--- src/rtl/core/ktls_pkg.sv ---
`timescale 1ns / 1ps
`default_nettype none
// ----------------------------------------------------------------------------
// ktls_pkg: shared types and constants for the keyed table search block
// Table geometry, operation and status codes, and the structs passed
// between the command queue, the search engine and the result queue.
// ----------------------------------------------------------------------------
package ktls_pkg;

  localparam int TABLE_DEPTH = 128;
  localparam int ADDR_W      = $clog2(TABLE_DEPTH);
  localparam int CNT_W       = $clog2(TABLE_DEPTH + 1);
  localparam int KEY_W       = 64;
  localparam int OP_W        = 2;
  localparam int STATUS_W    = 2;
  localparam int POS_W       = 7;

  typedef enum logic [OP_W-1:0] {
    OP_APPEND = 2'd0,
    OP_LINEAR = 2'd1,
    OP_BINARY = 2'd2,
    OP_CLEAR  = 2'd3
  } op_t;

  typedef enum logic [STATUS_W-1:0] {
    ST_OK   = 2'd0,
    ST_MISS = 2'd1,
    ST_FULL = 2'd2
  } status_t;

  typedef struct packed {
    op_t              op;
    logic [KEY_W-1:0] key;
  } cmd_t;

  typedef struct packed {
    status_t          status;
    logic [POS_W-1:0] position;
  } res_t;

  typedef struct packed {
    logic             busy;
    logic             res_pend;
    logic [CNT_W-1:0] count;
  } eng_stat_t;

endpackage : ktls_pkg
`default_nettype wire

--- src/rtl/core/ktls_out_q.sv ---
`timescale 1ns / 1ps
`default_nettype none
// ----------------------------------------------------------------------------
// ktls_out_q: result queue
// Two-entry queue between the engine and the empty/pop side, so a finished
// result can wait while the engine takes the next command.
// ----------------------------------------------------------------------------
module ktls_out_q (
  input  wire logic                          clk,
  input  wire logic                          rst_n,
  input  wire logic                          res_valid_i,
  input  wire ktls_pkg::res_t                res_i,
  output logic                               res_ready_o,
  output logic                               empty,
  input  wire logic                          pop,
  output logic [ktls_pkg::STATUS_W-1:0]      out_status,
  output logic [ktls_pkg::POS_W-1:0]         out_position
);
  import ktls_pkg::*;

  res_t       q_r [2];
  logic       wr_ptr_r, wr_ptr_nxt;
  logic       rd_ptr_r, rd_ptr_nxt;
  logic [1:0] fill_r, fill_nxt;
  logic       push_ok, pop_ok;
  res_t       head;

  assign res_ready_o  = (fill_r != 2'd2);
  assign empty        = (fill_r == 2'd0);
  assign push_ok      = res_valid_i && res_ready_o;
  assign pop_ok       = pop && !empty;
  assign head         = q_r[rd_ptr_r];
  assign out_status   = head.status;
  assign out_position = head.position;

  always_comb begin
    wr_ptr_nxt = wr_ptr_r ^ push_ok;
    rd_ptr_nxt = rd_ptr_r ^ pop_ok;
    fill_nxt   = fill_r + {1'b0, push_ok} - {1'b0, pop_ok};
  end

  always_ff @(posedge clk) begin
    if (!rst_n) begin
      wr_ptr_r <= 1'b0;
      rd_ptr_r <= 1'b0;
      fill_r   <= 2'd0;
    end else begin
      wr_ptr_r <= wr_ptr_nxt;
      rd_ptr_r <= rd_ptr_nxt;
      fill_r   <= fill_nxt;
    end
  end

  always_ff @(posedge clk) begin
    if (push_ok) begin
      q_r[wr_ptr_r] <= res_i;
    end
  end

endmodule : ktls_out_q
`default_nettype wire

--- config.mk ---
export PLATFORM = sky130hd
export DESIGN_NAME = ktls_out_q
export DESIGN_NICKNAME = d
export VERILOG_FILES = /design/src/rtl/core/ktls_pkg.sv /design/src/rtl/core/ktls_out_q.sv
export SDC_FILE = /design/constraint.sdc
export NUM_CORES = 1
export LEC_CHECK = 0
export BUFFER_PORTS_ARGS = -buffer_cell sky130_fd_sc_hd__buf_2
export CORE_MARGIN = 4
export CORE_UTILIZATION = 44
export CTS_CLUSTER_DIAMETER = 50
export CTS_CLUSTER_SIZE = 28
export DETAILED_ROUTE_END_ITERATION = 8
export PLACE_DENSITY_LB_ADDON = 0.12
export SLEW_MARGIN = 20
export SYNTH_ARGS = -nofsm -noshare
export SYNTH_HDL_FRONTEND = slang
export SYNTH_SLANG_ARGS = --single-unit
--- constraint.sdc ---
create_clock -name clk -period 1.9 [get_ports clk]
set_clock_uncertainty 0.2 [all_clocks]
set_input_delay 0.38 -clock clk [delete_from_list [all_inputs] [get_ports clk]]
set_output_delay 0.38 -clock clk [all_outputs]
set_load 0.01 [all_outputs]
==> results_dict.tcl <==
set metrics [dict create \
    required_ns 1.32 \
    worst-path-stages 3 \
    hpwl_um 976.6 \
    critPathCaptureType "primary output" \
    grt_pass1_wl_um 2014 \
    place.gp.congestion 0.6818 \
    critPathKind "reg -> out" \
    dieArea_um2 2852 \
    htreeDepth 1 \
    num_rows 16 \
    syn_area_per_cell_um2 17.44 \
    cts.sinks 23 \
    grt_pass1_vias 483 \
    initial_core_util_pct 46.24 \
    yosysSeqAreaShare_pct 70.62 \
    cpMaxStageDelayCell "dfxtp_2" \
    drt_iter0_markers 2 \
    leakage_nw 0.4416 \
    fin_crit_ns 1.852 \
    critPathBufInv 2 \
    vias_per_cell 4.617 \
    final-seq-area_um2 641.9 \
    setup_tns_ns 0 \
    dr.pass1.iters 3 \
    utilization_pct 56.44 \
    min_path_type "in -> reg" \
    netlist_area_um2 907.1 \
    ys_types 16 \
    slew_viol_final 0 \
    vdd_drop_max_v 0.0005917 \
    multi_input_area_um2 254.0 \
    powerDensity_nw_per_um2 1208 \
    vias 494 \
    port_buffers 23 \
    cts_tree "built" \
    die_h_um 53.41 \
    finalHoldViolCount 0 \
    fmax_mhz 540.1 \
    clk_path_buf_depth 2 \
    root_buffer "clkbuf_4" \
    worstMarginPinSlew_ns 0.4437 \
    synth_nets 69 \
    ant_nets 0 \
    drive_gt1_share_pct 50.00 \
    syn_inst 52 \
    startpoint_type "register" \
    clkTransAtPathRegs_ns 0.13 \
    rsz0062_at_grt "true" \
    grt-ovfl-total 0 \
    die_x_um 53.41 \
    clock_latency_ns 0.30 \
    maxCapViolations 0 \
    cp_top_family "flip-flops" \
    routed_wl_um 1346 \
    n_antenna_cell 0 \
    ys_warn_count 0 \
    nets 98 \
    arrival_ns 1.27 \
    ios 24 \
    cp_slowest_stage_delay_ns 0.37 \
    coreArea_um2 1962 \
    antenna_found_initial 0 \
    min_delay_path_depth 1 \
    drc 0 \
    layout_commonest_cell "buf_2" \
    grtUsageTotal_pct 10.19 \
    layout_common_cells "buf_2 (22), edfxtp_1 (18), mux2_2 (9)" \
    status "finished clean" \
    setup_violations 0 \
    ys_seq_elements 23 \
    relSlewSlack_pct 70.42 \
    grt_max_degree 15 \
    num-fill-cells 180 \
    r2r_cells 3 \
    cts_inserted_buffers 3 \
    wire_per_inst_um 12.58 \
    cts_hold_buffers 0 \
    period_share_pct 97.46 \
    crit_fanout 4 \
    crit_chain "buf_4 -> mux2_2 -> buf_2" \
    synthToLayoutAreaGrowth_pct 22.07 \
]
worst register-to-register path, cell delays in order, from the launching register on:
cell and delay (ns):
dfxtp_1 0.39, or2b_1 0.14, and2_1 0.17, ha_1 0.44
per-stage QoR:
stage          std cells  hold slack (ns)  area [um^2]  total power, mW  setup WS (ns)
2_1_floorplan         52           0.2516        907.1           0.9695         0.2365
3_3_place_gp         102           0.2641         1059            1.100         0.2100
3_5_place_dp         102           0.2747         1059            1.108         0.2083
4_1_cts              106          0.03845         1089            1.333       0.001390
5_1_grt              107          0.02339         1107            1.426      0.0007702
6_report             107          0.04926         1107            1.338        0.04833
cell usage after synthesis:
cell type | number | area (um^2)
edfxtp_1 | 18 | 540.5
mux2_2 | 9 | 101.4
dfxtp_1 | 5 | 100.1
ha_1 | 4 | 50.05
and2_1 | 2 | 12.51
inv_1 | 2 | 7.510
mux2i_1 | 2 | 20.02
nand2_1 | 2 | 7.510
buf_2 | 1 | 5.000
nand2b_1 | 1 | 6.260
nor2_1 | 1 | 3.750
nor2b_1 | 1 | 6.260
nor2b_2 | 1 | 8.760
o21a_1 | 1 | 7.510
or2b_1 | 1 | 7.510
xnor3_1 | 1 | 22.52
cells by family after synthesis:
family,synth area share (%)
multiplexers,13.38
AND/OR/NAND/NOR,5.794
flip-flops,70.62
adder cells (fa/ha/maj),5.517
AO/OA/AOI/OAI,0.8279
buffers and inverters,1.379
XOR/XNOR,2.483
sequential cells by signal, summed over array words and instances (netlist names), named ones only:
register	flops
q_r	18
wr_ptr_r	1
fill_r	2
rd_ptr_r	1
routing by layer:
| metal | up-vias | part of all wire, % | wire length (um) | global-route usage (%) |
|---|---|---|---|---|
| li1 | 242 | - | - | - |
| met1 | 238 | 39 | 530 | 10.43 |
| met2 | 14 | 54 | 721 | 18.78 |
| met3 | 0 | 7.0 | 94 | 2.535 |
| met4 | 0 | 0 | 0 | 5.106 |
| met5 | - | 0 | 0 | 0 |
report_power, final:
part           total, mW  internal (mW)  switching [mW]
Combinational      0.433          0.233           0.200
Clock              0.224         0.0801           0.144
Sequential         0.681          0.645          0.0358
cell type report:
cell class	count	share of cell area, %
clock buffers	3	2.034
clock inverters	1	0.6780
inverters	2	0.6780
multi-input cells	26	22.94
flip-flops and latches	23	57.97
well taps	27	3.051
repair buffers	25	12.66
what timing repair did:
action	4_1_cts	5_1_grt
setup endpoints to repair	0	9
buffers inserted	0	0
resized for setup	0	4
hold endpoints to repair	0	0
path summary, 6_finish.rpt:
kind             start              end  slack [ns]
max           register  out_position[4]        0.05
min           res_i[0]        q_r[1][0]        0.05
max reg2reg  fill_r[0]        q_r[0][8]        0.22
min reg2reg   rd_ptr_r         register        0.29
(Power assumes the default switching activity.)
