$ cat src/rtl/core/ktls_pkg.sv
`timescale 1ns / 1ps
`default_nettype none
// ----------------------------------------------------------------------------
// ktls_pkg: shared types and constants for the keyed table search block
// Table geometry, operation and status codes, and the structs passed
// between the command queue, the search engine and the result queue.
// ----------------------------------------------------------------------------
package ktls_pkg;

  localparam int TABLE_DEPTH = 128;
  localparam int ADDR_W      = $clog2(TABLE_DEPTH);
  localparam int CNT_W       = $clog2(TABLE_DEPTH + 1);
  localparam int KEY_W       = 64;
  localparam int OP_W        = 2;
  localparam int STATUS_W    = 2;
  localparam int POS_W       = 7;

  typedef enum logic [OP_W-1:0] {
    OP_APPEND = 2'd0,
    OP_LINEAR = 2'd1,
    OP_BINARY = 2'd2,
    OP_CLEAR  = 2'd3
  } op_t;

  typedef enum logic [STATUS_W-1:0] {
    ST_OK   = 2'd0,
    ST_MISS = 2'd1,
    ST_FULL = 2'd2
  } status_t;

  typedef struct packed {
    op_t              op;
    logic [KEY_W-1:0] key;
  } cmd_t;

  typedef struct packed {
    status_t          status;
    logic [POS_W-1:0] position;
  } res_t;

  typedef struct packed {
    logic             busy;
    logic             res_pend;
    logic [CNT_W-1:0] count;
  } eng_stat_t;

endpackage : ktls_pkg
`default_nettype wire

$ cat src/rtl/core/ktls_front.sv
`timescale 1ns / 1ps
`default_nettype none
// ----------------------------------------------------------------------------
// ktls_front: input side command queue
// Accepts items on the push/full side, decodes the operation code and
// holds up to two commands for the engine.
// ----------------------------------------------------------------------------
module ktls_front (
  input  wire logic                     clk,
  input  wire logic                     rst_n,
  input  wire logic                     push,
  output logic                          full,
  input  wire logic [ktls_pkg::OP_W-1:0]  in_op,
  input  wire logic [ktls_pkg::KEY_W-1:0] in_key,
  output logic                          cmd_valid_o,
  output ktls_pkg::cmd_t                cmd_o,
  input  wire logic                     cmd_pop_i
);
  import ktls_pkg::*;

  cmd_t       q_r [2];
  logic       wr_ptr_r, wr_ptr_nxt;
  logic       rd_ptr_r, rd_ptr_nxt;
  logic [1:0] fill_r, fill_nxt;
  logic       push_ok, pop_ok;
  cmd_t       cmd_dec;

  always_comb begin
    cmd_dec.op  = op_t'(in_op);
    cmd_dec.key = in_key;
  end

  assign full        = (fill_r == 2'd2);
  assign cmd_valid_o = (fill_r != 2'd0);
  assign cmd_o       = q_r[rd_ptr_r];
  assign push_ok     = push && !full;
  assign pop_ok      = cmd_pop_i && cmd_valid_o;

  always_comb begin
    wr_ptr_nxt = wr_ptr_r ^ push_ok;
    rd_ptr_nxt = rd_ptr_r ^ pop_ok;
    fill_nxt   = fill_r + {1'b0, push_ok} - {1'b0, pop_ok};
  end

  always_ff @(posedge clk) begin
    if (!rst_n) begin
      wr_ptr_r <= 1'b0;
      rd_ptr_r <= 1'b0;
      fill_r   <= 2'd0;
    end else begin
      wr_ptr_r <= wr_ptr_nxt;
      rd_ptr_r <= rd_ptr_nxt;
      fill_r   <= fill_nxt;
    end
  end

  always_ff @(posedge clk) begin
    if (push_ok) begin
      q_r[wr_ptr_r] <= cmd_dec;
    end
  end

endmodule : ktls_front
`default_nettype wire

$ cat config.mk
export PLATFORM = sky130hd
export DESIGN_NAME = ktls_front
export DESIGN_NICKNAME = d
export VERILOG_FILES = /design/src/rtl/core/ktls_pkg.sv /design/src/rtl/core/ktls_front.sv
export SDC_FILE = /design/constraint.sdc
export NUM_CORES = 1
export LEC_CHECK = 0
export BUFFER_PORTS_ARGS = -buffer_cell sky130_fd_sc_hd__buf_2
export CELL_PAD_IN_SITES_DETAIL_PLACEMENT = 1
export CELL_PAD_IN_SITES_GLOBAL_PLACEMENT = 1
export CORE_AREA = 2 2 107 109
export CTS_CLUSTER_DIAMETER = 80
export CTS_CLUSTER_SIZE = 12
export DETAILED_ROUTE_END_ITERATION = 8
export DIE_AREA = 0 0 109 111
export PLACE_DENSITY = 0.84
export SLEW_MARGIN = 10
export SYNTH_ARGS = -nofsm -noshare
export SYNTH_HDL_FRONTEND = slang
export SYNTH_SLANG_ARGS = --single-unit
$ cat constraint.sdc
create_clock -name clk -period 6.95 [get_ports clk]
set_clock_uncertainty 0.1 [all_clocks]
set_input_delay 0.3475 -clock clk [delete_from_list [all_inputs] [get_ports clk]]
set_output_delay 0.3475 -clock clk [all_outputs]
set_load 0.01 [all_outputs]
==> summary.md <==
| Metric | Value |
|---|---|
| Clock Path Buffers | `2` |
| Tmin final | `2.528 ns` |
| Synth top area share | `0.7643` |
| Max Cap Violations | `0` |
| Post-Syn Area | `5186 um2` |
| Worst slew pin tran | `1.091 ns` |
| Synth top area cells | `edfxtp_1, mux2_4, mux2_2` |
| Clk_lat worst skew | `0.40 ns` |
| Grt total ovfl | `0` |
| Core Util, Final | `0.5981` |
| Slowest cell on crit path | `dfxtp_4` |
| Worst Path Required | `6.50 ns` |
| Port bufs | `137` |
| Final worst-path cycle share | `0.3637` |
| TNS Setup | `0 ns` |
| Post-CTS Setup Inserts | `0` |
| Max Slew Vio Count | `0` |
| Synth-to-layout area growth | `27.74%` |
| Starting Density | `0.4682` |
| Yosys reg bits | `137` |
| CP Cell Sequence | `mux2_2, buf_2` |
| Via Count | `2579` |
| CP peak stage delay | `1.08 ns` |
| Bufs and invs on worst path | `1` |
| PD cells | `388.1 nW/um2` |
| Reg clk slew, reported paths | `0.06 ns` |
| Nature of the critical path endpoint | `primary output` |
| Layout cells sized above 1 | `0.5995` |
| Die width | `109 um` |
| Primary FF master, synth | `edfxtp_1` |
| Clock Sinks | `137` |
| Syn avg cell area | `22.55 um2` |
| Via/cell ratio | `4.812` |
| Final net count | `453` |
| Max H-tree Level | `4` |
| Status | `complete, no violations` |
| Post-synthesis sequential area ratio | `0.7836` |
| Post-synth top cells | `edfxtp_1, mux2_4, mux2_2, buf_6, dfxtp_1` |
| Die area | `12100 um2` |
| Cts hold-fix bufs | `0` |
| Min-delay worst type | `input pin to flip-flop` |
| Cell accounting for the most synthesized area | `edfxtp_1` |
| CP top delay family | `flip-flops` |
| Synth warn | `0` |
| Layout Cells excl Fill | `536` |
| Syn nets | `304` |
| Final setup fails | `0` |
| Core region area | `11080 um2` |
| GRT Total Usage | `0.1711` |
| Post-detailed-route count of antenna-violating nets | `0` |
| Final hold violations | `0` |
| CP Class | `flip-flop to primary output` |
| Peak supply drop | `0.0001860 V` |
| Worst rel slew slack | `0.2724` |
| Reg-to-reg setup timing slack | `4.83 ns` |
| Startpoint types | `flip-flop` |
| Placed Instances | `503` |
| Initial antenna violation count | `1` |
| First-pass GRT wire length | `15240 um` |
| Netlist cell types | `16` |
| Post-CTS sizing | `0` |
| 1st-iter DRT viols | `117` |
| WP data arrival | `2.08 ns` |
| Remaining DRCs | `0` |
| RSZ-0062 raised after global routing | `false` |
| I/O Pins | `138` |
| Synth Instances | `230` |
| LEAKAGE | `2.574 nW` |
| Post-synth ARST share | `0` |
| Total CTS buffers | `17` |
| Placer Congestion | `0.6632` |
| Number of global-route vias before repair | `2916` |
| Row count | `39` |
| Crit-path max FO | `66` |
| Routed WL per cell | `17.90 um` |
| Die Y | `111 um` |
| Clock Root Buffer | `clkbuf_16` |
| WL final | `9596 um` |
| F_max | `395.6 MHz` |
| Largest net degree at the start of global routing | `67` |
| Most frequent cell after synthesis | `edfxtp_1` |
| Post-synth EDFFs | `132` |
| Detailed-router iteration count before antenna repair | `4` |
| CTS tree | `done` |
worst reg2reg max path, stage by stage (launching register included):
cell      delay, ns
dfxtp_1        0.38
nand2b_1       0.18
and2_1         0.24
ha_4           0.78
path summary, 6_finish.rpt:
check | from | endpoint | depth (start not counted)
hold / removal | in_key[37] | q_r[0][37] | 1
setup / recovery | flip-flop | cmd_o[65] | 2
setup reg to reg | fill_r[0] | q_r[1][60] | 3
hold reg to reg | rd_ptr_r | flip-flop | 2
power breakdown:
group / leakage, nW / internal (mW) / switching, mW
Clock: 0.284 / 0.597 / 0.322
Combinational: 1.01 / 0.281 / 0.229
Sequential: 1.28 / 1.05 / 0.0888
Total: 2.57 / 1.93 / 0.640
kinds of logic (layout without fill, tap and decap cells):
group / count (synthesis) / count (layout) / share of synthesized area
flops: 137 / 137 / 0.7836
mux: 68 / 68 / 0.1761
buf+inv: 10 / 172 / 0.01496
simple gates: 9 / 9 / 0.009892
fa+ha+maj: 4 / 4 / 0.009651
compound gates: 1 / 1 / 0.001448
xor+xnor: 1 / 1 / 0.004342
other cells: 0 / 1 / 0
sequential cells by signal, indices dropped and copies added (netlist names), named ones only:
signal / count
wr_ptr_r: 1
rd_ptr_r: 1
fill_r: 2
q_r: 132
stage by stage:
stage / hold slack [ns] / instance area (um2) / setup slack (ns) / power (mW)
global route: 0.01014 / 6623 / 4.312 / 2.691
CTS: 0.01316 / 6623 / 4.368 / 2.607
finish: 0.03072 / 6625 / 4.422 / 2.571
floorplan: 0.3464 / 5186 / 4.200 / 1.483
detailed placement: 0.3798 / 6013 / 4.795 / 1.680
global placement: 0.3505 / 6013 / 4.810 / 1.653
per-layer routing:
metal / share of wire / GRT usage
met5: 0 / 0
met1: 0.39 / 0.1901
met3: 0.070 / 0.06408
met2: 0.53 / 0.2957
met4: 0.012 / 0.06239
layout by cell type (no fill, tap or decap), types with 2 or more instances in the layout:
| cell | n |
|---|---|
| and2_1 | 2 |
| buf_2 | 137 |
| bufinv_16 | 4 |
| clkbuf_1 | 2 |
| clkbuf_16 | 17 |
| clkinv_1 | 2 |
| clkinv_2 | 2 |
| clkinvlp_4 | 4 |
| dfxtp_1 | 4 |
| edfxtp_1 | 132 |
| ha_1 | 2 |
| ha_4 | 2 |
| inv_1 | 3 |
| mux2_2 | 26 |
| mux2_4 | 40 |
| mux2i_1 | 2 |
| nand2_1 | 2 |
| nand2b_1 | 2 |
| nor2b_1 | 2 |
layout make-up:
type | instances | area (um2)
multi-input cells | 83 | 1070
well taps | 143 | 178.9
flip-flops and latches | 137 | 4068
clock inverters | 13 | 176.4
repair buffers | 137 | 685.7
clock buffers | 19 | 432.9
diodes | 1 | 2.502
inverters | 3 | 11.26
fillers | 1022 | 4452
Note: power is estimated with default switching activity, not from simulation.
